==> config.mk <==
export PLATFORM = sky130hd
export DESIGN_NAME = rsp_ctrl
export DESIGN_NICKNAME = d
export VERILOG_FILES = /design/src/hw/rtl/rsp_pkg.sv /design/src/hw/rtl/rsp_ctrl.sv
export SDC_FILE = /design/constraint.sdc
export NUM_CORES = 1
export LEC_CHECK = 0
export BUFFER_PORTS_ARGS = -buffer_cell sky130_fd_sc_hd__buf_4
export CAP_MARGIN = 25
export CORE_AREA = 8 8 45 47
export DETAILED_ROUTE_END_ITERATION = 7
export DIE_AREA = 0 0 53 55
export SLEW_MARGIN = 15
export SYNTH_ARGS = -nofsm -noshare
export SYNTH_HDL_FRONTEND = slang
export SYNTH_SLANG_ARGS = --single-unit
export TNS_END_PERCENT = 50
==> constraint.sdc <==
create_clock -name clk -period 1.3 [get_ports clk]
set_input_delay 0.13 -clock clk [delete_from_list [all_inputs] [get_ports clk]]
set_output_delay 0.13 -clock clk [all_outputs]
set_load 0.1 [all_outputs]
==> src/hw/rtl/rsp_pkg.sv <==
// Shared types, constants and codes of the road segment perspective projector.
package rsp_pkg;

	// Configuration port
	localparam int CFG_IDX_W  = 3;
	localparam int CFG_DATA_W = 16;

	typedef enum logic [CFG_IDX_W-1:0] {
		REG_SCREEN_WIDTH  = 3'd0,
		REG_SCREEN_HEIGHT = 3'd1,
		REG_ROAD_WIDTH    = 3'd2,
		REG_CAMERA_HEIGHT = 3'd3,
		REG_CAMERA_DEPTH  = 3'd4
	} reg_idx_t;

	typedef struct packed {
		logic [11:0] screen_width;
		logic [11:0] screen_height;
		logic [15:0] road_width;
		logic [15:0] camera_height;
		logic [15:0] camera_depth;   // unsigned Q0.16
	} cfg_t;

	localparam logic [11:0] SCREEN_WIDTH_RST  = 12'd1024;
	localparam logic [11:0] SCREEN_HEIGHT_RST = 12'd768;
	localparam logic [15:0] ROAD_WIDTH_RST    = 16'd2000;
	localparam logic [15:0] CAMERA_HEIGHT_RST = 16'd1500;
	localparam logic [15:0] CAMERA_DEPTH_RST  = 16'd55050;

	// Request payloads
	typedef struct packed {
		logic        [19:0] segment_depth;
		logic signed [7:0]  segment_curve;
		logic        [15:0] segment_number;
		logic signed [23:0] player_offset;
		logic        [19:0] camera_z;
		logic               frame_start;
	} seg_req_t;

	typedef struct packed {
		logic signed [15:0] centre_x;
		logic signed [15:0] row_y;
		logic signed [15:0] half_width;
		logic signed [15:0] rumble_width;
		logic signed [15:0] prev_centre_x;
		logic signed [15:0] prev_row_y;
		logic signed [15:0] prev_half_width;
		logic               shade;
		logic               visible;
	} proj_req_t;

	// Divider geometry: quotients saturate at 16 bits, so 16 restoring steps
	localparam int QUO_W     = 16;
	localparam int DIV_STEPS = QUO_W;
	localparam int NUM_W     = 58;                     // numerator magnitude
	localparam int DEN_W     = 40;                     // divisor
	localparam int SH_W      = DEN_W + DIV_STEPS - 1;  // divisor at top step
	localparam int CNT_W     = $clog2(DIV_STEPS + 1);

	localparam logic signed [QUO_W-1:0] SAT_MAX   = 16'sh7FFF;
	localparam logic signed [QUO_W-1:0] SAT_MIN   = 16'sh8000;
	localparam logic        [QUO_W-1:0] NEG_LIMIT = 16'd32768;

	// n/3 for 16-bit n: (n * 43691) >> 17
	localparam logic [15:0] DIV3_RECIP = 16'd43691;
	localparam int          DIV3_SHIFT = 17;

	typedef enum logic [2:0] {
		ST_IDLE,
		ST_MUL1,
		ST_MUL2,
		ST_NUM,
		ST_START_A,
		ST_WAIT_A,
		ST_WAIT_B
	} state_t;

	typedef struct packed {
		logic load;
		logic mul1;
		logic mul2;
		logic num;
		logic start_a;
		logic start_b;
		logic emit;
	} dp_cmd_t;

	typedef struct packed {
		logic div_busy;
	} dp_sts_t;

endpackage

==> src/hw/rtl/rsp_ctrl.sv <==
// Sequencer of the projector: steps the datapath through one request at a time.
module rsp_ctrl (
	input  logic               clk,
	input  logic               arst_n,
	input  logic               seg_valid,
	output logic               seg_ready,
	output logic               proj_valid,
	input  logic               proj_ready,
	output rsp_pkg::dp_cmd_t   cmd,
	input  rsp_pkg::dp_sts_t   sts
);
	import rsp_pkg::*;

	state_t state_q;
	state_t state_d;
	logic   proj_valid_q;
	logic   slot_free;

	assign slot_free  = !proj_valid_q || proj_ready;
	assign proj_valid = proj_valid_q;

	always_ff @(posedge clk or negedge arst_n) begin
		if (!arst_n) begin
			state_q      <= ST_IDLE;
			proj_valid_q <= 1'b0;
		end else begin
			state_q <= state_d;
			if (cmd.emit) begin
				proj_valid_q <= 1'b1;
			end else if (proj_ready) begin
				proj_valid_q <= 1'b0;
			end
		end
	end

	always_comb begin
		state_d   = state_q;
		cmd       = '0;
		seg_ready = 1'b0;
		unique case (state_q)
			ST_IDLE: begin
				seg_ready = 1'b1;
				if (seg_valid) begin
					cmd.load = 1'b1;
					state_d  = ST_MUL1;
				end
			end
			ST_MUL1: begin
				cmd.mul1 = 1'b1;
				state_d  = ST_MUL2;
			end
			ST_MUL2: begin
				cmd.mul2 = 1'b1;
				state_d  = ST_NUM;
			end
			ST_NUM: begin
				cmd.num = 1'b1;
				state_d = ST_START_A;
			end
			ST_START_A: begin
				cmd.start_a = 1'b1;
				state_d     = ST_WAIT_A;
			end
			ST_WAIT_A: begin
				if (!sts.div_busy) begin
					cmd.start_b = 1'b1;
					state_d     = ST_WAIT_B;
				end
			end
			ST_WAIT_B: begin
				if (!sts.div_busy && slot_free) begin
					cmd.emit = 1'b1;
					state_d  = ST_IDLE;
				end
			end
			default: begin
				state_d = ST_IDLE;
			end
		endcase
	end

`ifndef NO_ASSERTIONS
	a_ready_div_idle: assert property (@(posedge clk) disable iff (!arst_n)
		seg_ready |-> !sts.div_busy)
		else $error("request taken while a division is running");

	a_start_busy: assert property (@(posedge clk) disable iff (!arst_n)
		(cmd.start_a || cmd.start_b) |=> sts.div_busy)
		else $error("divider did not start");

	a_emit_valid: assert property (@(posedge clk) disable iff (!arst_n)
		cmd.emit |=> proj_valid)
		else $error("result written but not presented");
`endif

endmodule
# Word-level counts from Yosys, hierarchy flattened
# Index checks and enable logic that the tools add are counted.
dict set report totals {
  inputBits 5
  ff_bits 4
  wordCells 35
}
dict set report classes {
  mux 17
  n_reduce_logical 7
  eq_ne 9
}
# cell count
set ops {}
lappend ops {{one-hot mux 3 bit (7 select lines)} 1}
lappend ops {{2-to-1 mux 1 bit} 13}
lappend ops {{== test 3 bit, second input constant} 3}
lappend ops {{2-to-1 mux 3 bit} 3}
lappend ops {{== test 3 x 2 -> 1 bit, second input constant} 2}
lappend ops {{!= test 2 bit, second input constant} 3}
lappend ops {{== test 3 x 1 -> 1 bit, second input constant} 1}
lappend ops {{logical NOT 3 bit} 1}
lappend ops {{AND reduction 3 bit} 1}
lappend ops {{logical NOT 1 bit} 2}
lappend ops {{nonzero test 2 bit} 1}
lappend ops {{logical AND 1 bit} 1}
lappend ops {{logical OR 1 bit} 1}

# Logic depth before layout (Yosys ltp)
dict set report logic_depth {
  depth_word 6
  ltp_mapped 4
}

# Least setup slack after synthesis
# Ideal clock, no wire load.
dict set report synth_path {
  path_type {flip-flop to output port}
  start {reg proj_valid_q (netlist: proj_valid)}
  end {out cmd[0] (netlist bit)}
  arrival_ns 3.067
  slack_ns -1.897
  stages_incl_launch_ff 3
  path_cell_list {dfrtp_1 -> nor2b_1 -> nor3_1}
}
# item line
set synth_rtl {}
lappend synth_rtl {{start: declaration} rsp_ctrl.sv:16} ;# logic proj_valid_q;
lappend synth_rtl {{start signal: assignment} rsp_ctrl.sv:25} ;# proj_valid_q <= 1'b0;
lappend synth_rtl {{start signal: assignment} rsp_ctrl.sv:29} ;# proj_valid_q <= 1'b1;
lappend synth_rtl {{start signal: assignment} rsp_ctrl.sv:31} ;# proj_valid_q <= 1'b0;
lappend synth_rtl {{end: declaration} rsp_ctrl.sv:9} ;# output rsp_pkg::dp_cmd_t cmd,

==> summary.txt <==
Route
  – WL/cell: 12.52 um
  – Vias post-DR: 290
  – Post-DRT Antenna Nets: 0
  – DR iter-0 viols: 2
  – Initial DRT Pass Iterations: 2
  – Drt via density: 4.203
  – Residual DRC: 0
  – DRT Wirelength: 864 um

Clock tree
  – TritonCTS clock tree: yes
  – Total CTS buffers: 3
  – Worst-case clock buffer depth: 2
  – Total number of H-tree levels: 1
  – Sink Count: 4
  – Clock root cell: clkbuf_4
  – Worst-path clk slew: roughly 40 ps
  – Clk_lat worst skew: 240 ps

Die
  – Die ar.: around 2900 um2
  – Die X: 53 um
  – Initial core utilization: 18.99%
  – FP Rows: 14
  – Io pins: 14
  – Core area: 1384 um2
  – Chip Height: 55 um

Placement
  – # port buffers: 13
  – GP Congestion: 0.7536
  – Hpwl dp: 611.2 um
  – Placed Instances: 59
  – Place WS: roughly 22 ps

Setup path
  – Worst R2R Start: state_q[1]
  – Slowest-stage cell, CP: dfrtp_2
  – Setup crit end kind: output port
  – Worst-path maximum fanout: 4
  – Worst stage delay on the critical path: 440 ps
  – Worst path required time: 1170 ps
  – Worst Reg-to-Reg Cells: 5
  – R2R setup slack: 40 ps
  – RR Endpoint: state_q[2]
  – Critical path's top delay family: flip-flops
  – Setup Crit Path Kind: flop to output port
  – Critical-path cell list: nand2b_4 -> buf_4 -> nor2_4 -> buf_12
  – Crit path DAT: between 1000 and 1500 ps
  – Worst Path Buf+Inv: 2
  – Crit path launch type: flop

Run status
  – Run status: finished, violations left
  – Failing checks: setup timing

Yosys
  – Post-synthesis instance area: 262.8 um2
  – Ys async rst share: 100.0%
  – Synth area leader: dfrtp_1
  – Top post-synthesis cells by area: dfrtp_1 38%, nor3b_1 8.6%, a221oi_2 5.7%
  – Cells after Synth: 28
  – Cell with the most instances after synthesis: dfrtp_1
  – Number of distinct library cells after synthesis: 18
  – Post-synthesis register bit count: 4
  – Synth Warn #: 0
  – Post-synthesis sequential area ratio: roughly two fifths
  – Top FF cell, synth: dfrtp_1
  – Top cells by count, synth: 4 x dfrtp_1, 3 x nand2_1, 3 x nor2_1, 3 x nor3b_1, 2 x nor3_1
  – Mean Syn Cell Area: 9.384 um2
  – Syn_nets: 33
  – Synth top area share: 38.10%
  – Number of synthesized flops with an enable pin: 0

Timing
  – Setup TNS Final: -604.3 ps
  – Final hold viol count: 0
  – Final WS setup: -99.24 ps
  – Final Setup Violations: 7
  – Fmax: between 0.7 and 0.8 GHz
  – Final worst path period share: 107.6%
  – Min cycle time layout: 1399 ps
  – Worst-margin pin slew: 432.6 ps
  – Slew Limit Fails: 0
  – Slew margin rel.: 71.10%
  – Clock skew: 4.558 ps
  – RSZ-0062 raised after global routing: yes

Global route
  – GR Overflow Total: 0
  – Gr usage total: 6.641%
  – Vias in the first global route: between 300 and 400
  – Largest net degree at the start of global routing: 7
  – Initial antenna violation count: 0
  – Global-route wire length before repair: 1.400 mm

Cells and area
  – Share of cells above drive strength 1: about four fifths
  – Antenna fix cells: 0
  – Cell Count, Final, Fillers Out: a little under 70
  – Multi-input gate area: ~220 um2
  – Final nets: 59
  – Area Overhead vs Synth: 147.6%
  – Register Area: 103.9 um2
  – Fillers: about 130

Hold path
  – Hold_sp: sts
  – WHS Path Cells: 3
  – Hold WC Path Type: primary input to flop
  – Worst Hold Path EP: state_q[0]

Flow run
  – Max_cap viols: 0
-- logic make-up (layout without fill, tap and decap cells) --
kind of cell	Yosys count	in the layout	share of synthesized area (%)
AO/OA/AOI/OAI	5	5	16.19
buffers and inverters	3	28	8.571
flip-flops	4	4	38.10
AND/OR/NAND/NOR	16	16	37.15
-- registers in the layout, summed over array words and instances (netlist names) --
register / cells
proj_valid: 1
state_q: 3
-- placed cells by master (no fill, tap or decap) --
master,Yosys,final
a221oi_2,1,1
and2_4,0,1
buf_12,0,7
buf_4,1,11
buf_6,1,4
clkbuf_1,0,1
clkbuf_4,0,3
dfrtp_1,4,1
dfrtp_2,0,3
dlygate4sd3_1,0,1
inv_2,1,1
nand2_1,3,3
nand2b_2,0,1
nand2b_4,1,1
nor2_1,3,1
nor2_2,0,1
nor2_4,0,1
nor2b_1,1,1
nor3_2,1,1
nor3_4,0,2
nor3b_4,0,3
o21ai_1,1,1
o21bai_1,1,1
o22ai_1,1,1
o311ai_2,0,1
-- metal layers --
| layer | global-route usage (%) | routed length, um |
|---|---|---|
| met5 | 0 | 0 |
| met4 | 2.586 | 0 |
| met3 | 6.952 | 153 |
| met2 | 9.766 | 355 |
| met1 | 6.000 | 355 |
-- area by class of cell --
type                    count  area share [%]
clock buffers               4           4.038
inverters                   1          0.5769
multi-input cells          21           33.65
flip-flops and latches      4           15.96
well taps                  16           3.077
repair buffers             23           42.69
-- how the worst max path moves through the flow --
stage	start	endpoint	slack, ps	cells past startpoint
2_1_floorplan	state_q[2]	cmd[6]	-650	3
3_3_place_gp	state_q[2]	cmd[1]	40	3
3_5_place_dp	state_q[1]	cmd[2]	20	3
4_1_cts	state_q[1]	cmd[2]	-120	3
5_1_grt	state_q[0]	cmd[0]	-150	3
6_report	state_q[0]	cmd[4]	-100	4
-- metrics by stage --
step / hold WS (ps) / instance area, um2 / util (%)
2_1_floorplan: -165.6 / 314.1 / -
3_3_place_gp: -71.60 / 439.2 / 31.74
3_5_place_dp: -71.54 / 439.2 / 31.74
4_1_cts: 192.5 / 599.3 / 43.31
5_1_grt: 216.6 / 650.6 / 47.02
6_report: 207.8 / 650.6 / 47.02
-- worst min-delay path: cells and delay by family --
family | cells | cell delay [ps]
compound gates | 1 | 60
buf+inv | 1 | 120
simple gates | 1 | 90
-- timing repair --
item / 4_1_cts / 5_1_grt
hold buffers: 1 / 0
endpoints found under the hold margin: 4 / 0
resized for setup: 24 / 9
buffers inserted: 4 / 1
pin swaps: 4 / 2
setup endpoints to repair: 8 / 10
Power is not shown: default switching activity piles up to over one toggle a cycle in this logic, so the estimate is an artifact.
