==> src/hw/rtl/rsp_pkg.sv <==
// Shared types, constants and codes of the road segment perspective projector.
package rsp_pkg;

	// Configuration port
	localparam int CFG_IDX_W  = 3;
	localparam int CFG_DATA_W = 16;

	typedef enum logic [CFG_IDX_W-1:0] {
		REG_SCREEN_WIDTH  = 3'd0,
		REG_SCREEN_HEIGHT = 3'd1,
		REG_ROAD_WIDTH    = 3'd2,
		REG_CAMERA_HEIGHT = 3'd3,
		REG_CAMERA_DEPTH  = 3'd4
	} reg_idx_t;

	typedef struct packed {
		logic [11:0] screen_width;
		logic [11:0] screen_height;
		logic [15:0] road_width;
		logic [15:0] camera_height;
		logic [15:0] camera_depth;   // unsigned Q0.16
	} cfg_t;

	localparam logic [11:0] SCREEN_WIDTH_RST  = 12'd1024;
	localparam logic [11:0] SCREEN_HEIGHT_RST = 12'd768;
	localparam logic [15:0] ROAD_WIDTH_RST    = 16'd2000;
	localparam logic [15:0] CAMERA_HEIGHT_RST = 16'd1500;
	localparam logic [15:0] CAMERA_DEPTH_RST  = 16'd55050;

	// Request payloads
	typedef struct packed {
		logic        [19:0] segment_depth;
		logic signed [7:0]  segment_curve;
		logic        [15:0] segment_number;
		logic signed [23:0] player_offset;
		logic        [19:0] camera_z;
		logic               frame_start;
	} seg_req_t;

	typedef struct packed {
		logic signed [15:0] centre_x;
		logic signed [15:0] row_y;
		logic signed [15:0] half_width;
		logic signed [15:0] rumble_width;
		logic signed [15:0] prev_centre_x;
		logic signed [15:0] prev_row_y;
		logic signed [15:0] prev_half_width;
		logic               shade;
		logic               visible;
	} proj_req_t;

	// Divider geometry: quotients saturate at 16 bits, so 16 restoring steps
	localparam int QUO_W     = 16;
	localparam int DIV_STEPS = QUO_W;
	localparam int NUM_W     = 58;                     // numerator magnitude
	localparam int DEN_W     = 40;                     // divisor
	localparam int SH_W      = DEN_W + DIV_STEPS - 1;  // divisor at top step
	localparam int CNT_W     = $clog2(DIV_STEPS + 1);

	localparam logic signed [QUO_W-1:0] SAT_MAX   = 16'sh7FFF;
	localparam logic signed [QUO_W-1:0] SAT_MIN   = 16'sh8000;
	localparam logic        [QUO_W-1:0] NEG_LIMIT = 16'd32768;

	// n/3 for 16-bit n: (n * 43691) >> 17
	localparam logic [15:0] DIV3_RECIP = 16'd43691;
	localparam int          DIV3_SHIFT = 17;

	typedef enum logic [2:0] {
		ST_IDLE,
		ST_MUL1,
		ST_MUL2,
		ST_NUM,
		ST_START_A,
		ST_WAIT_A,
		ST_WAIT_B
	} state_t;

	typedef struct packed {
		logic load;
		logic mul1;
		logic mul2;
		logic num;
		logic start_a;
		logic start_b;
		logic emit;
	} dp_cmd_t;

	typedef struct packed {
		logic div_busy;
	} dp_sts_t;

endpackage

==> src/hw/rtl/rsp_cfg.sv <==
// Configuration registers of the projector.
module rsp_cfg (
	input  logic                            clk,
	input  logic                            arst_n,
	input  logic                            cfg_we,
	input  logic [rsp_pkg::CFG_IDX_W-1:0]   cfg_index,
	input  logic [rsp_pkg::CFG_DATA_W-1:0]  cfg_data,
	output rsp_pkg::cfg_t                   cfg
);
	import rsp_pkg::*;

	cfg_t cfg_q;

	assign cfg = cfg_q;

	always_ff @(posedge clk or negedge arst_n) begin
		if (!arst_n) begin
			cfg_q.screen_width  <= SCREEN_WIDTH_RST;
			cfg_q.screen_height <= SCREEN_HEIGHT_RST;
			cfg_q.road_width    <= ROAD_WIDTH_RST;
			cfg_q.camera_height <= CAMERA_HEIGHT_RST;
			cfg_q.camera_depth  <= CAMERA_DEPTH_RST;
		end else if (cfg_we) begin
			unique case (reg_idx_t'(cfg_index))
				REG_SCREEN_WIDTH: begin
					cfg_q.screen_width <= cfg_data[11:0];
				end
				REG_SCREEN_HEIGHT: begin
					cfg_q.screen_height <= cfg_data[11:0];
				end
				REG_ROAD_WIDTH: begin
					cfg_q.road_width <= cfg_data;
				end
				REG_CAMERA_HEIGHT: begin
					cfg_q.camera_height <= cfg_data;
				end
				REG_CAMERA_DEPTH: begin
					cfg_q.camera_depth <= cfg_data;
				end
				default: begin
					// unmapped index: write dropped
				end
			endcase
		end
	end

endmodule

==> config.mk <==
export PLATFORM = sky130hd
export DESIGN_NAME = rsp_cfg
export DESIGN_NICKNAME = d
export VERILOG_FILES = /design/src/hw/rtl/rsp_pkg.sv /design/src/hw/rtl/rsp_cfg.sv
export SDC_FILE = /design/constraint.sdc
export NUM_CORES = 1
export LEC_CHECK = 0
export BUFFER_PORTS_ARGS = -buffer_cell sky130_fd_sc_hd__buf_2
export CORE_MARGIN = 5
export CORE_UTILIZATION = 40
export DETAILED_ROUTE_END_ITERATION = 8
export HOLD_SLACK_MARGIN = 0.06
export PLACE_DENSITY = 0.74
export RECOVER_POWER = 50
export SYNTH_ARGS = -nofsm -noshare
export SYNTH_HDL_FRONTEND = slang
export SYNTH_SLANG_ARGS = --single-unit
export TNS_END_PERCENT = 1
==> constraint.sdc <==
create_clock -name clk -period 0.8 [get_ports clk]
set_input_delay 0.08 -clock clk [delete_from_list [all_inputs] [get_ports clk]]
set_output_delay 0.08 -clock clk [all_outputs]
set_load 0.03 [all_outputs]
---- Word-level counts from Yosys, hierarchy flattened ----
Index checks and enable logic that the tools add are counted.
cells by class
  reduce and logical (&&, ||, !) cells .... 6
  equal/unequal tests ..................... 4
operators by type and width
  kind                                                                    count
  2-bit AND reduction                                                     5
  3-bit by 2-bit equality test with 1-bit output (second input constant)  2
  3-bit by 1-bit equality test with 1-bit output (second input constant)  1
  3-bit equality test (second input constant)                             1
  3-bit logical NOT                                                       1
word-level totals
  output and inout bits ................... 72
  flip-flop bits (word level) ............. 72
  input bits .............................. 22

---- Longest topological paths before layout ----
Gate-level depths: netlist of the first run.
  depth after elaboration ................. 2
  depth in mapped cells ................... 4
  depth with buffers taken out ............ 2

---- Worst setup path after synthesis of the first run ----
Ideal clock, no wire load.
  path kind ............................... input-to-reg
  start ................................... input port cfg_index[0] (netlist name)
  end ..................................... register cfg_q, in the netlist cfg[11]
  setup time .............................. 125 ps
  stages .................................. 4
  setup slack ............................. -289 ps
  buffers on the path ..................... 2
  arrival ................................. 964 ps
  path through ............................ nor4bb_2 buf_6 buf_12 mux2_4
between the ends
  word-level cells in the longest chain between the ends .. 2
ends and longest elaborated chain
  element                               line           RTL
  start: declaration                    rsp_cfg.sv:6   input logic [rsp_pkg::CFG_IDX_W-1:0] cfg_index,
  3-bit equality test                   rsp_cfg.sv:24  unique case (reg_idx_t'(cfg_index))
  2-bit AND reduction (no source line)  n/a
  end: declaration                      rsp_cfg.sv:12  cfg_t cfg_q;
No other way between the ends.
A chain may end at the register's enable or synchronous reset.

---- Worst setup path in the final report of the first run ----
  start ................................... register cfg_q, in the netlist cfg[57]
  end ..................................... output port cfg[57] (netlist name)
RTL lines
  element           line          RTL
  end: declaration  rsp_cfg.sv:8  output rsp_pkg::cfg_t cfg
No word-level cell between the ends.

==> flow_metrics.env, run 1 <==
export IMPL_relSlewSlack_pct=81.4
export IMPL_p_seq_share_pct=40.3
export IMPL_vias_per_cell=4.74
export IMPL_synth_edf_count=0
export IMPL_vias=1839
export IMPL_dp_slack_ns=-0.498
export IMPL_p_switching_mw=4.43
export IMPL_multiInputGateArea_sq_um=1070
export IMPL_cp_required_ns=0.72
export IMPL_num_rows=31
export IMPL_clkLatencyLatePin_ns=0.34
export IMPL_grt_pass1_vias=2053
export IMPL_path_cells="buf_6"
export IMPL_endpoint_kind="output pin"
export IMPL_finalNetCount=306
export IMPL_swShare_pct=33.7
export IMPL_syn_area_per_cell_sq_um=18.7
export IMPL_numCtsBuffers=9
export IMPL_ant_nets=0
export IMPL_finalHoldViolations=0
export IMPL_start_kind="register"
export IMPL_violations="negative setup slack"
export IMPL_yosysMostFrequentCell="mux2_2"
export IMPL_cts_max_level=3
export IMPL_slew_violations=0
export IMPL_maxCapViolCount=0
export IMPL_netlist_instances=156
export IMPL_crit_slowest_cell="dfstp_2"
export IMPL_finalPower_mw=13.2
export IMPL_die_area_sq_um=9080
export IMPL_firstDrtPassIters=3
export IMPL_clk_pin_slew_ns=0.08
export IMPL_grt_max_degree=31
export IMPL_hold_path_class="input pin to async pin"
export IMPL_period_share_pct=139
export IMPL_grtUsageTotal_pct=17.1
export IMPL_final_core_util_pct=62.9
export IMPL_antenna_found_initial=0
export IMPL_portBuffers=93
export IMPL_whs_ns=0.119
export IMPL_arrival_ns=1.03
export IMPL_crit_type="register to output pin"
export IMPL_place_gp_congestion=0.705
export IMPL_fp_coreArea_sq_um=7180
export IMPL_rsz0062_at_grt="yes"
export IMPL_ctsLongestPathBuffers=2
export IMPL_largest_reg_flops=72
export IMPL_pwr_share_clk_pct=21.5
export IMPL_cts_tree="yes"
export IMPL_drt_initial_drc_count=34
export IMPL_regArea_sq_um=1830
export IMPL_ys_top_cells_by_count="mux2_2, dfrtp_1, dfstp_2"
export IMPL_io_pins=94
export IMPL_setup_slack_ns=-0.308
export IMPL_cellPowerDensity_nw_per_um2=2920
export IMPL_start_util_pct=40.6
export IMPL_dominantRegCellSynth="dfrtp_1"
export IMPL_die_x_um=95.3
export IMPL_synthDistinctLibCells=12
export IMPL_tightestPinTransition_ns=0.279
export IMPL_vdd_ir_drop_max_mv=1.44
export IMPL_critPathBufInv=1
export IMPL_combinationalPowerShare_pct=38.3
export IMPL_synth_nets=178
export IMPL_period_minus_slack_ns=1.11
export IMPL_ys_warn_count=0
export IMPL_p_leak_nw=2.08
export IMPL_yosysTopAreaCellShare_pct=41.3
export IMPL_diodes=0
export IMPL_cts_root_buffer="clkbuf_8"
export IMPL_fin_skew_ns=0
export IMPL_timing_setup_tns_ns=-15.73
export IMPL_cp_max_fo=2
export IMPL_grt_overflow_total=0
export IMPL_ys_async_sr_fraction_pct=100
export IMPL_synth_top_area_cell="dfrtp_1"
export IMPL_p_int_mw=8.73
export IMPL_hpwlAfterDp_mm=4.57
export IMPL_fmax_mhz=902
export IMPL_wl_mm=7.31
export IMPL_synthTopCellsByArea="dfrtp_1, dfstp_2, mux2_2"
export IMPL_grt_pass1_wl_mm=11.4
export IMPL_path_delay_family="flip-flops"
export IMPL_fillerInstances=522
export IMPL_wire_per_inst_um=18.8
export IMPL_yosysSeqAreaShare_pct=62.9
export IMPL_drc=0
export IMPL_outcome="finished, violations left"
export IMPL_yosys_register_bits=72
export IMPL_die_h_um=95.3
export IMPL_slowest_delay_ns=0.55
export IMPL_setup_viol=112
export IMPL_syn_area_sq_um=2910
export IMPL_syn_to_final_growth_pct=55.0
export IMPL_cts_sinks=72
export IMPL_drive_above_1_share_pct=76.1
[placed cells by master (no fill, tap or decap), drive strengths merged]
master       count
clkinvlp         1
and4bb           1
nand4b           1
dfrtp           48
clkinv           1
mux2            72
bufinv           1
dlygate4sd3     17
buf            106
nor4bb           2
dfstp           24
nor4b            1
clkbuf          14
[logic make-up (layout without fill, tap and decap cells)]
| group | Yosys count | count (layout) | synth area share [%] |
|---|---|---|---|
| buf+inv | 7 | 140 | 3.18 |
| mux | 72 | 72 | 30.4 |
| simple gates | 5 | 5 | 3.48 |
| flops | 72 | 72 | 62.9 |
[through the flow]
step,cell area (sq um),cells
6_report,4510,388
5_1_grt,4510,388
4_1_cts,4470,387
3_5_place_dp,3560,352
3_3_place_gp,3560,352
2_1_floorplan,2920,156
[timing repair]
| action | in CTS | in global routing |
|---|---|---|
| hold endpoints to repair | 144 | 0 |
| pin swaps | 2 | 2 |
| hold buffers | 17 | 0 |
| endpoints found under the setup margin | 128 | 121 |
| gates resized for setup | 166 | 15 |
| setup buffers | 2 | 1 |
[final timing paths]
path	to	slack, ns	startpoint	cells past startpoint
hold reg to reg	cfg[67]	0.53	cfg[67]	1
min in group clk	cfg[68]	0.24	cfg_index[2]	4
max in group asynchronous	cfg[18]	0.07	arst_n	3
setup reg to reg	cfg[40]	-0.04	cfg[40]	2
hold / removal	cfg[53]	0.12	arst_n	2
setup / recovery	cfg[57]	-0.31	cfg[57]	1
[per-layer routing]
layer	GRT usage, %	wire length (um)	vias up
met5	0	0	-
met4	6.37	149	0
met3	6.31	533	13
met2	29.7	3850	70
met1	19.2	2780	935
li1	-	-	821
[power by group through the flow]
stage	clock, mW	sequential (mW)	combinational [mW]
2_1_floorplan	0	6.75	0.924
3_3_place_gp	0	5.11	3.74
3_5_place_dp	0	5.13	3.80
4_1_cts	2.91	5.28	4.93
5_1_grt	3.09	5.41	5.27
6_report	2.82	5.30	5.03
[worst reg2reg max path, stage by stage, from the launching register on]
cell and delay (ns):
dfstp_2 0.38, buf_4 0.13, mux2_4 0.26
[final cells by class]
cell class              instances  share of cell area, %
well taps                      99                   2.75
clock inverters                 3                  0.943
clock buffers                  13                   3.30
flip-flops and latches         72                   40.6
repair buffers                124                   28.8
multi-input cells              77                   23.7
Note: power is estimated with default switching activity, not from simulation.
==> run 2, diff against run 1 <==
==> constraint.sdc (replaced) <==
create_clock -name clk -period 0.8 [get_ports clk]
set_input_delay 0.16 -clock clk [delete_from_list [all_inputs] [get_ports clk]]
set_output_delay 0.16 -clock clk [all_outputs]
set_load 0.03 [all_outputs]
==> run 2 against run 1 <==
Largest cell class unchanged. Sequential share of layout area is 0.39 points higher. The run still ends with negative setup slack left. Wire length is 3.6% lower. Non-clock buffer count is 8 lower. Sequential power hardly changed. Clock power is 18% higher. Setup slack worse by 0.079 ns. Critical path depth stayed put. Power is 4.4% higher. Die area stayed put. Critical endpoint is now cfg[10]. First-iteration DRC count is 12% higher. Clock skew stayed put.
==> flow_metrics.env, run 2 (synthesized netlist as in run 1, its figures left out) <==
export IMPL_num_rows=31
export IMPL_drive_above_1_share_pct=82.2
export IMPL_wire_per_inst_um=18.6
export IMPL_clk_pin_slew_ns=0.08
export IMPL_violations="negative setup slack"
export IMPL_worst_r2r_path_depth=3
export IMPL_pwr_share_clk_pct=24.3
export IMPL_slew_violations=0
export IMPL_clkLatencyLatePin_ns=0.33
export IMPL_fmax_mhz=842
export IMPL_start_kind="register"
export IMPL_vdd_ir_drop_max_mv=1.48
export IMPL_r2r_end="cfg[40]"
export IMPL_combinationalPowerShare_pct=37.1
export IMPL_cp_max_fo=2
export IMPL_ant_nets=0
export IMPL_rsz0062_at_grt="yes"
export IMPL_drc=0
export IMPL_critPathBufInv=1
export IMPL_cts_root_buffer="clkbuf_8"
export IMPL_mostFrequentLayoutCell="buf_6"
export IMPL_syn_to_final_growth_pct=53.5
export IMPL_period_share_pct=148
export IMPL_hold_path_class="input pin to register"
export IMPL_crit_path_start="cfg[10]"
export IMPL_grt_pass1_wl_mm=11.1
export IMPL_ctsLongestPathBuffers=2
export IMPL_p_seq_share_pct=38.6
export IMPL_firstDrtPassIters=4
export IMPL_die_area_sq_um=9080
export IMPL_diodes=0
export IMPL_worstHoldStart="cfg_data[14]"
export IMPL_antenna_found_initial=0
export IMPL_p_switching_mw=4.52
export IMPL_die_x_um=95.3
export IMPL_final_core_util_pct=62.3
export IMPL_drt_initial_drc_count=38
export IMPL_reg2reg_from="cfg[40]"
export IMPL_setup_slack_ns=-0.388
export IMPL_largest_reg_flops=72
export IMPL_cellPowerDensity_nw_per_um2=3070
export IMPL_numCtsBuffers=9
export IMPL_path_cells="buf_6"
export IMPL_crit_slowest_cell="dfstp_2"
export IMPL_grt_max_degree=31
export IMPL_vias_per_cell=4.76
export IMPL_p_leak_nw=2.07
export IMPL_wl_mm=7.05
export IMPL_whs_path_depth=2
export IMPL_grt_pass1_vias=2021
export IMPL_grtUsageTotal_pct=16.4
export IMPL_grt_overflow_total=0
export IMPL_maxCapViolCount=0
export IMPL_hpwlAfterDp_mm=4.65
export IMPL_cp_required_ns=0.64
export IMPL_arrival_ns=1.03
export IMPL_vias=1808
export IMPL_fin_skew_ns=0
export IMPL_reg2reg_slack_ns=-0.15
export IMPL_relSlewSlack_pct=75.8
export IMPL_endpoint_kind="output pin"
export IMPL_setup_viol=151
export IMPL_fp_coreArea_sq_um=7180
export IMPL_path_delay_family="flip-flops"
export IMPL_finalNetCount=298
export IMPL_outcome="finished, violations left"
export IMPL_tightestPinTransition_ns=0.362
export IMPL_io_pins=94
export IMPL_die_h_um=95.3
export IMPL_portBuffers=93
export IMPL_swShare_pct=32.9
export IMPL_slowest_delay_ns=0.55
export IMPL_crit_cells=1
export IMPL_start_util_pct=40.6
export IMPL_cts_max_level=3
export IMPL_cts_tree="yes"
export IMPL_fillerInstances=519
export IMPL_final_cell_mix="buf_6, dfrtp_1, mux2_4"
export IMPL_finalHoldViolations=0
export IMPL_hold_path_endpoint="cfg[46]"
export IMPL_crit_type="register to output pin"
export IMPL_period_minus_slack_ns=1.19
export IMPL_place_gp_congestion=0.714
export IMPL_finalPower_mw=13.7
export IMPL_p_int_mw=9.22
export IMPL_cts_sinks=72
-- run 2: changes by cell type in the layout (fill, tap and decap cells not counted), sizes merged --
cell         change
clkinv           +2
bufinv           +1
clkbuf           -3
dlygate4sd3     -16
buf              +8
-- run 2: timing repair --
action	4_1_cts	5_1_grt
endpoints found under the setup margin	128	129
pin swaps	2	0
resized for setup	175	6
endpoints found under the hold margin	48	0
hold buffers	1	0
buffers inserted	5	0
-- run 2: power groups by stage --
stage	Combinational, mW	Clock (mW)	Sequential [mW]
CTS	5.08	3.42	5.29
detailed placement	3.89	0	5.13
finish	5.10	3.34	5.30
global placement	3.83	0	5.11
floorplan	0.924	0	6.75
global route	5.32	3.61	5.40
-- run 2: final cells by class --
class	instances	area (sq um)	share of cell area (%)
flip-flops and latches	72	1830	41.0
repair buffers	116	1200	26.8
multi-input cells	77	1070	24.0
clock buffers	10	149	3.33
well taps	99	124	2.77
clock inverters	6	90.1	2.02
-- run 2: per-stage QoR --
step | hold slack (ns) | TNS (ns) | worst slack, ns | instance area, sq um | cells
floorplan | -0.136 | -16.61 | -0.338 | 2920 | 156
global placement | -0.00245 | -34.32 | -0.549 | 3610 | 358
detailed placement | -0.00250 | -36.00 | -0.584 | 3610 | 358
CTS | 0.0680 | -26.06 | -0.402 | 4460 | 380
global route | 0.0709 | -30.13 | -0.430 | 4470 | 380
finish | 0.0898 | -25.93 | -0.388 | 4470 | 380
-- run 2: layer usage --
| metal | up-vias | GRT usage (%) | wire length (um) |
|---|---|---|---|
| met5 | - | 0 | 0 |
| met4 | 0 | 6.49 | 77 |
| met3 | 7 | 4.10 | 430 |
| met2 | 63 | 27.6 | 3610 |
| met1 | 937 | 20.1 | 2930 |
| li1 | 801 | - | - |
-- run 2: how the worst max path moves through the flow --
stage | to | slack [ns]
after floorplan | cfg[11] | -0.34
after CTS | cfg[10] | -0.40
after detailed placement | cfg[4] | -0.58
after global placement | cfg[4] | -0.55
final | cfg[10] | -0.39
after global routing | cfg[10] | -0.43
==> run 3, diff against run 2 <==
==> constraint.sdc (replaced) <==
create_clock -name clk -period 0.8 [get_ports clk]
set_input_delay 0.04 -clock clk [delete_from_list [all_inputs] [get_ports clk]]
set_output_delay 0.04 -clock clk [all_outputs]
set_load 0.03 [all_outputs]
==> run 3 against run 2 <==
The run still ends with negative setup slack left. Sequential share of layout area shrank 0.080 points. Clock power shrank 18%. Combinational power shrank 2%. Clock skew is the same. Critical path depth is the same. Fmax grew 12%. Clock-buffer cell count grew 1. Sequential power is essentially flat. Cell area grew 0.20%. Via count shrank 1.1%. Register-to-register slack gained 0.12 ns. Global-route usage shrank 0.11 points.
==> flow_metrics.env, run 3 (synthesized netlist as in run 1, its figures left out) <==
export IMPL_cts_tree="yes"
export IMPL_maxCapViolCount=0
export IMPL_final_area_sq_um=4480
export IMPL_io_pins=94
export IMPL_setup_viol=88
export IMPL_ant_nets=0
export IMPL_fin_skew_ns=0
export IMPL_period_share_pct=133
export IMPL_fp_coreArea_sq_um=7180
export IMPL_setup_slack_ns=-0.261
export IMPL_grtUsageTotal_pct=16.3
export IMPL_path_delay_family="flip-flops"
export IMPL_crit_type="register to output pin"
export IMPL_place_area_sq_um=3540
export IMPL_vias_per_cell=4.59
export IMPL_swShare_pct=33.8
export IMPL_grt_overflow_total=0
export IMPL_violations="negative setup slack"
export IMPL_cp_required_ns=0.76
export IMPL_place_gp_congestion=0.695
export IMPL_drc=0
export IMPL_grt_pass1_vias=2000
export IMPL_antenna_found_initial=0
export IMPL_die_h_um=95.3
export IMPL_finalNetCount=308
export IMPL_hpwlAfterDp_mm=4.45
export IMPL_endpoint_kind="output pin"
export IMPL_critPathBufInv=1
export IMPL_clk_pin_slew_ns=0.07
export IMPL_wl_mm=7.00
export IMPL_diodes=0
export IMPL_cts_root_buffer="clkbuf_8"
export IMPL_arrival_ns=1.02
export IMPL_largest_reg_flops=72
export IMPL_cellPowerDensity_nw_per_um2=2900
export IMPL_slowest_delay_ns=0.56
export IMPL_grt_pass1_wl_mm=11.0
export IMPL_p_seq_share_pct=40.7
export IMPL_numCtsBuffers=9
export IMPL_rsz0062_at_grt="yes"
export IMPL_mostFrequentLayoutCell="buf_6"
export IMPL_die_area_sq_um=9080
export IMPL_path_cells="buf_6"
export IMPL_drive_above_1_share_pct=76.3
export IMPL_vdd_ir_drop_max_mv=1.27
export IMPL_slew_violations=0
export IMPL_tightestPinTransition_ns=0.427
export IMPL_start_util_pct=40.6
export IMPL_syn_to_final_growth_pct=53.8
export IMPL_start_kind="register"
export IMPL_portBuffers=93
export IMPL_finalHoldViolations=0
export IMPL_die_x_um=95.3
export IMPL_p_leak_nw=2.04
export IMPL_clkLatencyLatePin_ns=0.32
export IMPL_relSlewSlack_pct=71.6
export IMPL_hold_path_class="input pin to register"
export IMPL_drt_initial_drc_count=23
export IMPL_p_switching_mw=4.40
export IMPL_ctsLongestPathBuffers=2
export IMPL_grt_max_degree=60
export IMPL_wire_per_inst_um=17.9
export IMPL_cp_max_fo=2
export IMPL_vias=1789
export IMPL_period_minus_slack_ns=1.06
export IMPL_combinationalPowerShare_pct=38.3
export IMPL_firstDrtPassIters=3
export IMPL_cts_max_level=3
export IMPL_outcome="finished, violations left"
export IMPL_num_rows=31
export IMPL_timing_setup_tns_ns=-11.11
export IMPL_cts_sinks=72
export IMPL_crit_slowest_cell="dfstp_2"
export IMPL_p_int_mw=8.60
export IMPL_pwr_share_clk_pct=21.0
export IMPL_fmax_mhz=943
export IMPL_final_cell_mix="buf_6, dfrtp_1, mux2_2"
export IMPL_finalPower_mw=13.0
## run 3: area by class of cell
class / count / area (sq um)
fillers: 520 / 2700
flip-flops and latches: 72 / 1830
repair buffers: 126 / 1300
multi-input cells: 77 / 1030
clock buffers: 11 / 131
well taps: 99 / 124
clock inverters: 5 / 57.6
## run 3: timing repair
action | in CTS | in global routing
endpoints found under the hold margin | 144 | 0
buffers inserted | 5 | 0
gates resized for setup | 160 | 8
hold buffers | 18 | 0
pin swaps | 1 | 2
endpoints found under the setup margin | 121 | 110
## run 3: final timing paths
kind                                    from       to  slack, ns  depth (start not counted)
max in group asynchronous             arst_n  cfg[65]      -0.02                          3
min in group asynchronous             arst_n  cfg[21]       0.33                          3
worst max-delay path                 cfg[38]  cfg[38]      -0.26                          1
worst min-delay path            cfg_index[2]  cfg[62]       0.23                          4
worst max register to register        cfg[9]   cfg[9]      -0.03                          2
worst min register to register       cfg[16]  cfg[16]       0.53                          1
## run 3: per-stage QoR
| stage | util (%) | worst slack (ns) | hold WS (ns) | std cells |
|---|---|---|---|---|
| 6_report | 62.4 | -0.261 | 0.227 | 390 |
| 5_1_grt | 62.4 | -0.299 | 0.217 | 390 |
| 4_1_cts | 62.1 | -0.272 | 0.192 | 390 |
| 3_5_place_dp | 49.4 | -0.477 | -0.144 | 351 |
| 3_3_place_gp | 49.4 | -0.428 | -0.144 | 351 |
| 2_1_floorplan | - | -0.218 | -0.256 | 156 |
## run 3: power by group through the flow
stage	Sequential [mW]	Clock [mW]	Combinational, mW
global placement	5.11	0	3.73
detailed placement	5.13	0	3.79
global route	5.39	3.01	5.23
finish	5.29	2.73	4.98
CTS	5.27	2.83	4.96
floorplan	6.75	0	0.924
## run 3: routing by layer
layer	vias to the layer above	wire, um	share of wire, %	global-route usage, %
met4	0	53	0.76	5.77
met3	6	496	7.1	4.89
met5	-	0	0	0
met2	62	3700	53	27.9
met1	904	2740	39	19.3
li1	817	-	-	-
